===== config.mk =====
export PLATFORM = sky130hd
export DESIGN_NAME = base64_unpadded_codec_flat
export DESIGN_NICKNAME = d
export VERILOG_FILES = /design/src/rtl/b64_pkg.sv /design/src/rtl/b64_if.sv /design/src/rtl/b64_obuf.sv /design/src/rtl/base64_unpadded_codec.sv /design/src/flat_wrapper.sv
export SDC_FILE = /design/constraint.sdc
export NUM_CORES = 1
export LEC_CHECK = 0
export ABC_AREA = 1
export BUFFER_PORTS_ARGS = -buffer_cell sky130_fd_sc_hd__clkbuf_2
export CAP_MARGIN = 40
export CORE_UTILIZATION = 59
export CTS_CLUSTER_DIAMETER = 50
export CTS_CLUSTER_SIZE = 25
export DETAILED_ROUTE_END_ITERATION = 16
export GPL_TIMING_DRIVEN = 0
export HOLD_SLACK_MARGIN = 0.03
export PLACE_DENSITY_LB_ADDON = 0.1
export SETUP_SLACK_MARGIN = 0.2
export SLEW_MARGIN = 20
export SYNTH_ARGS = -nofsm -noshare
export SYNTH_HDL_FRONTEND = slang
export SYNTH_SLANG_ARGS = --single-unit

===== constraint.sdc =====
create_clock -name clk -period 3.7 [get_ports clk]
set_clock_uncertainty 0.05 [all_clocks]
set_input_delay 0.185 -clock clk [delete_from_list [all_inputs] [get_ports clk]]
set_output_delay 0.185 -clock clk [all_outputs]
set_load 0.005 [all_outputs]

===== src/rtl/b64_pkg.sv =====
// package: shared types, constants and alphabet functions for the base64 codec
`timescale 1ns / 1ps
package b64_pkg;

  localparam logic [6:0] NOT_IN_ALPHABET = 7'd64;
  localparam int unsigned APB_AW = 3;

  // one burst of up to four result words, first word in the top byte
  typedef struct packed {
    logic [31:0] bytes;
    logic [2:0]  cnt;
    logic        last;
    logic        no_data;
    logic        bad_char;
  } load_t;

  function automatic logic [7:0] enc_char(input logic [5:0] v);
    logic [7:0] w;
    w = {2'b00, v};
    if (v < 6'd26)       enc_char = w + 8'd65;
    else if (v < 6'd52)  enc_char = w + 8'd71;
    else if (v < 6'd62)  enc_char = w - 8'd4;
    else if (v == 6'd62) enc_char = 8'd43;
    else                 enc_char = 8'd47;
  endfunction

  function automatic logic [6:0] char_value(input logic [7:0] c);
    if (c >= 8'd65 && c <= 8'd90)       char_value = 7'(c - 8'd65);
    else if (c >= 8'd97 && c <= 8'd122) char_value = 7'(c - 8'd71);
    else if (c >= 8'd48 && c <= 8'd57)  char_value = 7'(c + 8'd4);
    else if (c == 8'd43)                char_value = 7'd62;
    else if (c == 8'd47)                char_value = 7'd63;
    else                                char_value = NOT_IN_ALPHABET;
  endfunction

endpackage


===== src/rtl/b64_if.sv =====
// interfaces: input and result word channels
`timescale 1ns / 1ps
interface b64_in_if;
  logic       valid;
  logic       ready;
  logic [7:0] in_byte;
  logic       in_last;
  modport source (output valid, output in_byte, output in_last, input ready);
  modport sink (input valid, input in_byte, input in_last, output ready);
endinterface

interface b64_out_if;
  logic       valid;
  logic       ready;
  logic [7:0] out_byte;
  logic       out_last;
  logic       no_data;
  logic       bad_char;
  modport source (output valid, output out_byte, output out_last, output no_data,
                  output bad_char, input ready);
  modport sink (input valid, input out_byte, input out_last, input no_data,
                input bad_char, output ready);
endinterface


===== src/rtl/b64_obuf.sv =====
// result buffer: holds one burst and shifts it out a word per cycle while out_ch is ready
`timescale 1ns / 1ps
module b64_obuf (
  input  logic          clk,
  input  logic          rst,
  input  logic          load,
  input  b64_pkg::load_t load_data,
  output logic          can_load,
  b64_out_if.source     out_ch
);

  logic [31:0] data;
  logic [2:0]  cnt;
  logic        last;
  logic        no_data;
  logic        bad_char;
  logic        pop;

  assign pop      = out_ch.valid && out_ch.ready;
  assign can_load = (cnt == 3'd0) || (pop && cnt == 3'd1);

  always_ff @(posedge clk) begin
    if (rst) begin
      cnt <= 3'd0;
    end else if (load) begin
      cnt <= load_data.cnt;
    end else if (pop) begin
      cnt <= cnt - 3'd1;
    end
  end

  always_ff @(posedge clk) begin
    if (load) begin
      data     <= load_data.bytes;
      last     <= load_data.last;
      no_data  <= load_data.no_data;
      bad_char <= load_data.bad_char;
    end else if (pop) begin
      data <= {data[23:0], 8'h00};
    end
  end

  assign out_ch.valid    = cnt != 3'd0;
  assign out_ch.out_byte = data[31:24];
  assign out_ch.out_last = last && cnt == 3'd1;
  assign out_ch.no_data  = no_data;
  assign out_ch.bad_char = bad_char;

endmodule


===== src/rtl/base64_unpadded_codec.sv =====
// top level: streaming base64 codec without padding, apb mode register
//
//  channel  dir  words          payload
//  in_ch    in   byte or char   in_byte, in_last
//  out_ch   out  char or byte   out_byte, out_last, no_data, bad_char
//  apb      in   mode write     decode_mode at address 0
//
// an item is folded into the group state in the cycle it is accepted
// an item is taken only while the result buffer is empty or sends its final word
// so an item that gives result words keeps the next item out until its final word is taken
// a stalled out_ch holds the current burst and the input waits behind it
// rst is synchronous and clears mode, group, discard flag and result buffer
`timescale 1ns / 1ps
module base64_unpadded_codec (
  input  logic                         clk,
  input  logic                         rst,
  input  logic                         psel,
  input  logic                         penable,
  input  logic                         pwrite,
  input  logic [b64_pkg::APB_AW-1:0]   paddr,
  input  logic [31:0]                  pwdata,
  output logic [31:0]                  prdata,
  output logic                         pready,
  b64_in_if.sink                       in_ch,
  b64_out_if.source                    out_ch
);

  logic        decode_mode;
  logic [23:0] group_bits, group_bits_next;
  logic [1:0]  group_count, group_count_next;
  logic        discarding, discarding_next;

  logic        cfg_wr;
  logic        accept;
  logic        can_load;
  logic [2:0]  n;
  logic [6:0]  v;
  logic [23:0] gbe, gbd, t;
  logic [2:0]  nres;
  logic        sp_nd, sp_bad;
  b64_pkg::load_t load_data;

  assign pready = 1'b1;
  assign prdata = {31'd0, decode_mode};
  assign cfg_wr = psel && penable && pwrite && paddr[2] == 1'b0;

  assign in_ch.ready = can_load;
  assign accept      = in_ch.valid && can_load;

  assign n   = {1'b0, group_count} + 3'd1;
  assign v   = b64_pkg::char_value(in_ch.in_byte);
  assign gbe = {group_bits[15:0], in_ch.in_byte};
  assign gbd = {group_bits[17:0], v[5:0]};

  always_comb begin
    group_bits_next  = group_bits;
    group_count_next = group_count;
    discarding_next  = discarding;
    t      = 24'd0;
    nres   = 3'd0;
    sp_nd  = 1'b0;
    sp_bad = 1'b0;
    if (!decode_mode) begin
      group_bits_next = gbe;
      if (n == 3'd3) begin
        t = gbe;
        nres = 3'd4;
        group_bits_next = 24'd0;
        group_count_next = 2'd0;
      end else if (in_ch.in_last) begin
        t = (n == 3'd1) ? {gbe[7:0], 16'h0000} : {gbe[15:0], 8'h00};
        nres = n + 3'd1;
        group_bits_next = 24'd0;
        group_count_next = 2'd0;
      end else begin
        group_count_next = n[1:0];
      end
    end else if (discarding) begin
      if (in_ch.in_last) begin
        discarding_next = 1'b0;
        group_bits_next = 24'd0;
        group_count_next = 2'd0;
      end
    end else if (v[6]) begin
      nres = 3'd1;
      sp_nd = 1'b1;
      sp_bad = 1'b1;
      group_bits_next = 24'd0;
      group_count_next = 2'd0;
      discarding_next = !in_ch.in_last;
    end else begin
      group_bits_next = gbd;
      if (n == 3'd4) begin
        t = gbd;
        nres = 3'd3;
        group_bits_next = 24'd0;
        group_count_next = 2'd0;
      end else if (in_ch.in_last) begin
        group_bits_next = 24'd0;
        group_count_next = 2'd0;
        if (n == 3'd1) begin
          nres = 3'd1;
          sp_nd = 1'b1;
        end else begin
          t = (n == 3'd2) ? {gbd[11:0], 12'h000} : {gbd[17:0], 6'h00};
          nres = n - 3'd1;
        end
      end else begin
        group_count_next = n[1:0];
      end
    end
  end

  always_comb begin
    load_data.cnt      = nres;
    load_data.last     = in_ch.in_last || sp_nd;
    load_data.no_data  = sp_nd;
    load_data.bad_char = sp_bad;
    if (sp_nd) begin
      load_data.bytes = 32'd0;
    end else if (!decode_mode) begin
      load_data.bytes = {b64_pkg::enc_char(t[23:18]), b64_pkg::enc_char(t[17:12]),
                         b64_pkg::enc_char(t[11:6]), b64_pkg::enc_char(t[5:0])};
    end else begin
      load_data.bytes = {t, 8'h00};
    end
  end

  always_ff @(posedge clk) begin
    if (rst) begin
      decode_mode <= 1'b0;
      group_bits  <= 24'd0;
      group_count <= 2'd0;
      discarding  <= 1'b0;
    end else if (cfg_wr) begin
      decode_mode <= pwdata[0];
      group_bits  <= 24'd0;
      group_count <= 2'd0;
      discarding  <= 1'b0;
    end else if (accept) begin
      group_bits  <= group_bits_next;
      group_count <= group_count_next;
      discarding  <= discarding_next;
    end
  end

  b64_obuf u_obuf (
    .clk       (clk),
    .rst       (rst),
    .load      (accept && !cfg_wr && nres != 3'd0),
    .load_data (load_data),
    .can_load  (can_load),
    .out_ch    (out_ch)
  );

endmodule


===== src/flat_wrapper.sv =====
// flat-port wrapper written by rule: the top's interface ports become plain ports
module base64_unpadded_codec_flat 
  (clk, rst, psel, penable, pwrite, paddr, pwdata, prdata, pready, in_ch_valid, in_ch_in_byte, in_ch_in_last, in_ch_ready, out_ch_valid, out_ch_out_byte, out_ch_out_last, out_ch_no_data, out_ch_bad_char, out_ch_ready);
  b64_in_if in_ch_i ();
  b64_out_if out_ch_i ();
  input  logic clk;
  input  logic rst;
  input  logic psel;
  input  logic penable;
  input  logic pwrite;
  input  logic [b64_pkg::APB_AW-1:0] paddr;
  input  logic [31:0] pwdata;
  output logic [31:0] prdata;
  output logic pready;
  input wire logic [$bits(in_ch_i.valid)-1:0] in_ch_valid;
  input wire logic [$bits(in_ch_i.in_byte)-1:0] in_ch_in_byte;
  input wire logic [$bits(in_ch_i.in_last)-1:0] in_ch_in_last;
  output wire logic [$bits(in_ch_i.ready)-1:0] in_ch_ready;
  output wire logic [$bits(out_ch_i.valid)-1:0] out_ch_valid;
  output wire logic [$bits(out_ch_i.out_byte)-1:0] out_ch_out_byte;
  output wire logic [$bits(out_ch_i.out_last)-1:0] out_ch_out_last;
  output wire logic [$bits(out_ch_i.no_data)-1:0] out_ch_no_data;
  output wire logic [$bits(out_ch_i.bad_char)-1:0] out_ch_bad_char;
  input wire logic [$bits(out_ch_i.ready)-1:0] out_ch_ready;
  assign in_ch_i.valid = in_ch_valid;
  assign in_ch_i.in_byte = in_ch_in_byte;
  assign in_ch_i.in_last = in_ch_in_last;
  assign in_ch_ready = in_ch_i.ready;
  assign out_ch_valid = out_ch_i.valid;
  assign out_ch_out_byte = out_ch_i.out_byte;
  assign out_ch_out_last = out_ch_i.out_last;
  assign out_ch_no_data = out_ch_i.no_data;
  assign out_ch_bad_char = out_ch_i.bad_char;
  assign out_ch_i.ready = out_ch_ready;
  base64_unpadded_codec u_core (.clk(clk), .rst(rst), .psel(psel), .penable(penable), .pwrite(pwrite), .paddr(paddr), .pwdata(pwdata), .prdata(prdata), .pready(pready), .in_ch(in_ch_i), .out_ch(out_ch_i));
endmodule

==> summary.txt <==
Outcome
  • Status: finished, final reports clean

Worst setup path
  • Startpoint Class: register
  • CP Capture Type: register
  • CP peak stage delay: 400 ps
  • Critical-path cell list: inv_1 -> ha_1 -> clkbuf_2 -> nor2_2 -> inv_1 -> nor2_1 -> inv_1 -> o22ai_1 -> nand3_1 -> o21ai_4 -> inv_1 -> ha_1 -> nor2_4 -> nand3_1 -> nand2_1 -> nand2_1 -> nand2_1 -> nand2_1 -> nand2_1 -> nand2_1
  • CP dominant cell by count: nand2_1
  • Critical Path Fanout Max: 9
  • Crit path kind: register to register
  • Crit path launch: u_core.group_count[0]
  • Critical Path RT: 3770 ps
  • RR Startpoint: u_core.group_count[0]
  • Crit path max-delay cell type: dfxtp_4
  • Arrival time at the worst endpoint: 3390 ps

Clock network
  • Clock slew at reported path FFs: 70 ps
  • H-tree Lvls: 3
  • CTS Sinks: 60
  • Skew-Pair Late Insertion Delay: 360 ps
  • CTS tree: done
  • CTS buffer count: 9
  • CTS root buffer: clkbuf_8
  • CTS Buffer Depth: 2

Synth
  • Cells after Synth: 944
  • Post-Syn Area: 6390 µm²
  • Synth cell types: 56
  • Avg Inst Size Synth: 6.77 µm²
  • Register area share after synthesis: 24.3%
  • Main area contributors after synthesis: edfxtp_1, nand2_1, dfxtp_1, ha_1, inv_1
  • Area leader, netlist: edfxtp_1
  • Post-synth EDFFs: 35
  • Yosys warns: 0
  • Post-synth top area share: 16.5%
  • Top FF cell, synth: edfxtp_1
  • Async SR Flop Fraction: 0%
  • Synth Register Bits: 60

Global route
  • First-pass GRT wire length: 28700 µm
  • Largest net degree at the start of global routing: 33
  • Number of antenna violations at the first check in global routing: 0
  • Total gr overflow: 0
  • Total GRT Usage: 32.8%
  • Via count of the first global-routing pass: 5865

Timing
  • Slew Viols, Final: 0
  • Final setup fails: 0
  • Fin crit period: 3320 ps
  • Slew headroom: 50.0%
  • Slew @ Worst Pin: 747 ps
  • Final hold violation count: 0
  • Unrepaired setup endpoints after global routing: false
  • Period utilization: 89.8%
  • Max Fclk: 301 MHz

Power and ir drop
  • IR Drop Worst-Case VDD: 0.359 mV
  • Power Density: 538 nW/µm²
  • Pleak: 3.44 nW
  • Overall power: 3.90 mW

Floorplanning
  • Die Area: 11200 µm²
  • I/O Pins: 97
  • Initial Utilization: 61.3%
  • Row cnt: 37
  • Die width: 106 µm
  • Die Ht: 106 µm
  • Total core area: 10400 µm²

Final layout
  • Area Growth Syn to Fin: 13.4%
  • Post-route cell area: 7240 µm²
  • Layout cell share with drive strength beyond 1: 20.0%
  • # nets final: 1116
  • Ant diodes: 0

Route
  • DR pass1 iterations: 9
  • 1st-iter DRT viols: 598
  • Wirelength, routed: 17900 µm
  • Post-route ant nets: 0
  • DR WL/cell: 15.3 µm
  • Vias: 6578
  • Vias/cell: 5.63
  • DR DRC count: 0

Placement
  • GP Congestion: 0.985
  • Placed cell areas: 6810 µm²
  • Port bufs: 27
  • Detailed placement HPWL: 13500 µm

Job
  • Max-cap viol count: 0

Hold path
  • Hold WC Path Type: input port to register
  • Hold Crit Start: in_ch_in_byte[6]
==> cells in the final DEF, fill, tap and decap left out, types with 9 or more instances in the layout <==
master / synthesis / layout
o22ai_1: 9 / 9
clkbuf_2: 1 / 30
nand2_1: 237 / 236
dfxtp_1: 25 / 23
inv_2: 18 / 21
ha_1: 38 / 37
nand2_2: 19 / 19
edfxtp_1: 35 / 35
o21ai_1: 16 / 15
nor2_1: 60 / 57
conb_1: 2 / 32
clkbuf_1: 14 / 11
o211ai_1: 10 / 10
a221oi_1: 11 / 11
nand3_1: 71 / 70
o21ai_0: 52 / 52
a21oi_1: 66 / 66
buf_4: 45 / 56
clkbuf_8: 0 / 9
xor2_1: 15 / 15
inv_1: 96 / 91
a22oi_1: 10 / 10
==> power by group <==
group	internal [mW]	total [mW]	switching, mW	leakage (nW)
clock network	0.444	0.729	0.284	0.117
logic	0.676	1.86	1.19	2.78
registers	1.13	1.30	0.171	0.540
==> critical path: cells and delay by family (launching register included) <==
family | cells | cell delay [ps]
flops | 1 | 400
buf+inv | 5 | 560
fa+ha+maj | 2 | 480
compound gates | 2 | 430
simple gates | 11 | 1140
==> synth_stat cells (3+ instances only) <==
library cell / n
buf_4: 45
xnor2_1: 7
o21ai_1: 16
nor2_1: 60
nand2_4: 4
dfxtp_1: 25
a31oi_1: 4
a21oi_1: 66
nor3_1: 4
a211oi_1: 4
nor2_2: 7
o211ai_1: 10
inv_1: 96
nor2_4: 6
a22oi_1: 10
nand3b_1: 3
nand4_1: 6
o21ai_0: 52
ha_1: 38
nand3_2: 4
nand2_1: 237
inv_2: 18
nand3_1: 71
nand2_2: 19
buf_6: 4
nor2_8: 3
buf_2: 6
o21bai_1: 4
edfxtp_1: 35
clkbuf_1: 14
a221oi_1: 11
o22ai_1: 9
xor2_1: 15
==> logic make-up (layout without fill, tap and decap cells) <==
| group | after synthesis | count (layout) | synth area share [%] |
|---|---|---|---|
| other | 2 | 32 | 0.118 |
| DFF | 60 | 60 | 24.3 |
| xor gates and xnor gates | 22 | 22 | 3.02 |
| AOI/OAI and AO/OA | 204 | 204 | 19.5 |
| buffers and inverters | 189 | 247 | 14.6 |
| and+or+nand+nor | 429 | 429 | 31.0 |
| adders and majority gates | 38 | 38 | 7.44 |
==> routing by layer <==
metal / part of all wire, % / up-vias / track usage (%)
li1: - / 3242 / -
met1: 42 / 2921 / 42.2
met2: 46 / 354 / 54.1
met3: 8.6 / 59 / 5.95
met4: 3.4 / 2 / 13.4
met5: 0.10 / - / 0
==> flip-flops by register name, indices dropped and copies added (netlist names) <==
name	flops
u_core.decode_mode	1
u_core.discarding	1
u_core.group_bits	18
u_core.group_count	2
u_core.u_obuf.cnt	3
u_core.u_obuf.data	32
u_core.u_obuf.last	1
u_core.u_obuf.out_ch.bad_char	1
u_core.u_obuf.out_ch.no_data	1
==> through the flow <==
| step | utilization (%) | setup slack, ps | instances | setup TNS [ps] | hold slack [ps] |
|---|---|---|---|---|---|
| after global placement | 65.3 | -703 | 1137 | -28140 | 382 |
| after CTS | 68.3 | 196 | 1159 | 0 | 141 |
| final | 69.5 | 378 | 1168 | 0 | 159 |
| after floorplan | - | 359 | 974 | 0 | 204 |
| after detailed placement | 65.3 | -413 | 1137 | -16070 | 377 |
| after global routing | 69.5 | 130 | 1168 | 0 | 173 |
==> timing repair <==
| action | CTS | global route |
|---|---|---|
| setup endpoints to repair | 48 | 57 |
| hold buffers | 4 | 0 |
| endpoints found under the hold margin | 5 | 0 |
| pin swaps | 0 | 3 |
| setup buffers | 2 | 9 |
| gates resized for setup | 5 | 28 |
==> cell type report <==
type / count / area [µm²]
Multi-Input combinational cell: 725 / 4060
Fill cell: 992 / 3170
Sequential cell: 60 / 1560
Buffer: 71 / 498
Inverter: 118 / 460
Timing Repair Buffer: 42 / 258
Tap cell: 136 / 170
Clock buffer: 9 / 124
Clock inverter: 7 / 115
==> path summary, 6_finish.rpt <==
path                            end  slack [ps]  depth (start not counted)
max reg2reg  u_core.u_obuf.data[27]         380                         20
min            u_core.group_bits[6]         160                          3
min reg2reg    u_core.u_obuf.cnt[1]         420                          2
max          u_core.u_obuf.data[27]         380                         20
Power figures use the tool's default switching activity.
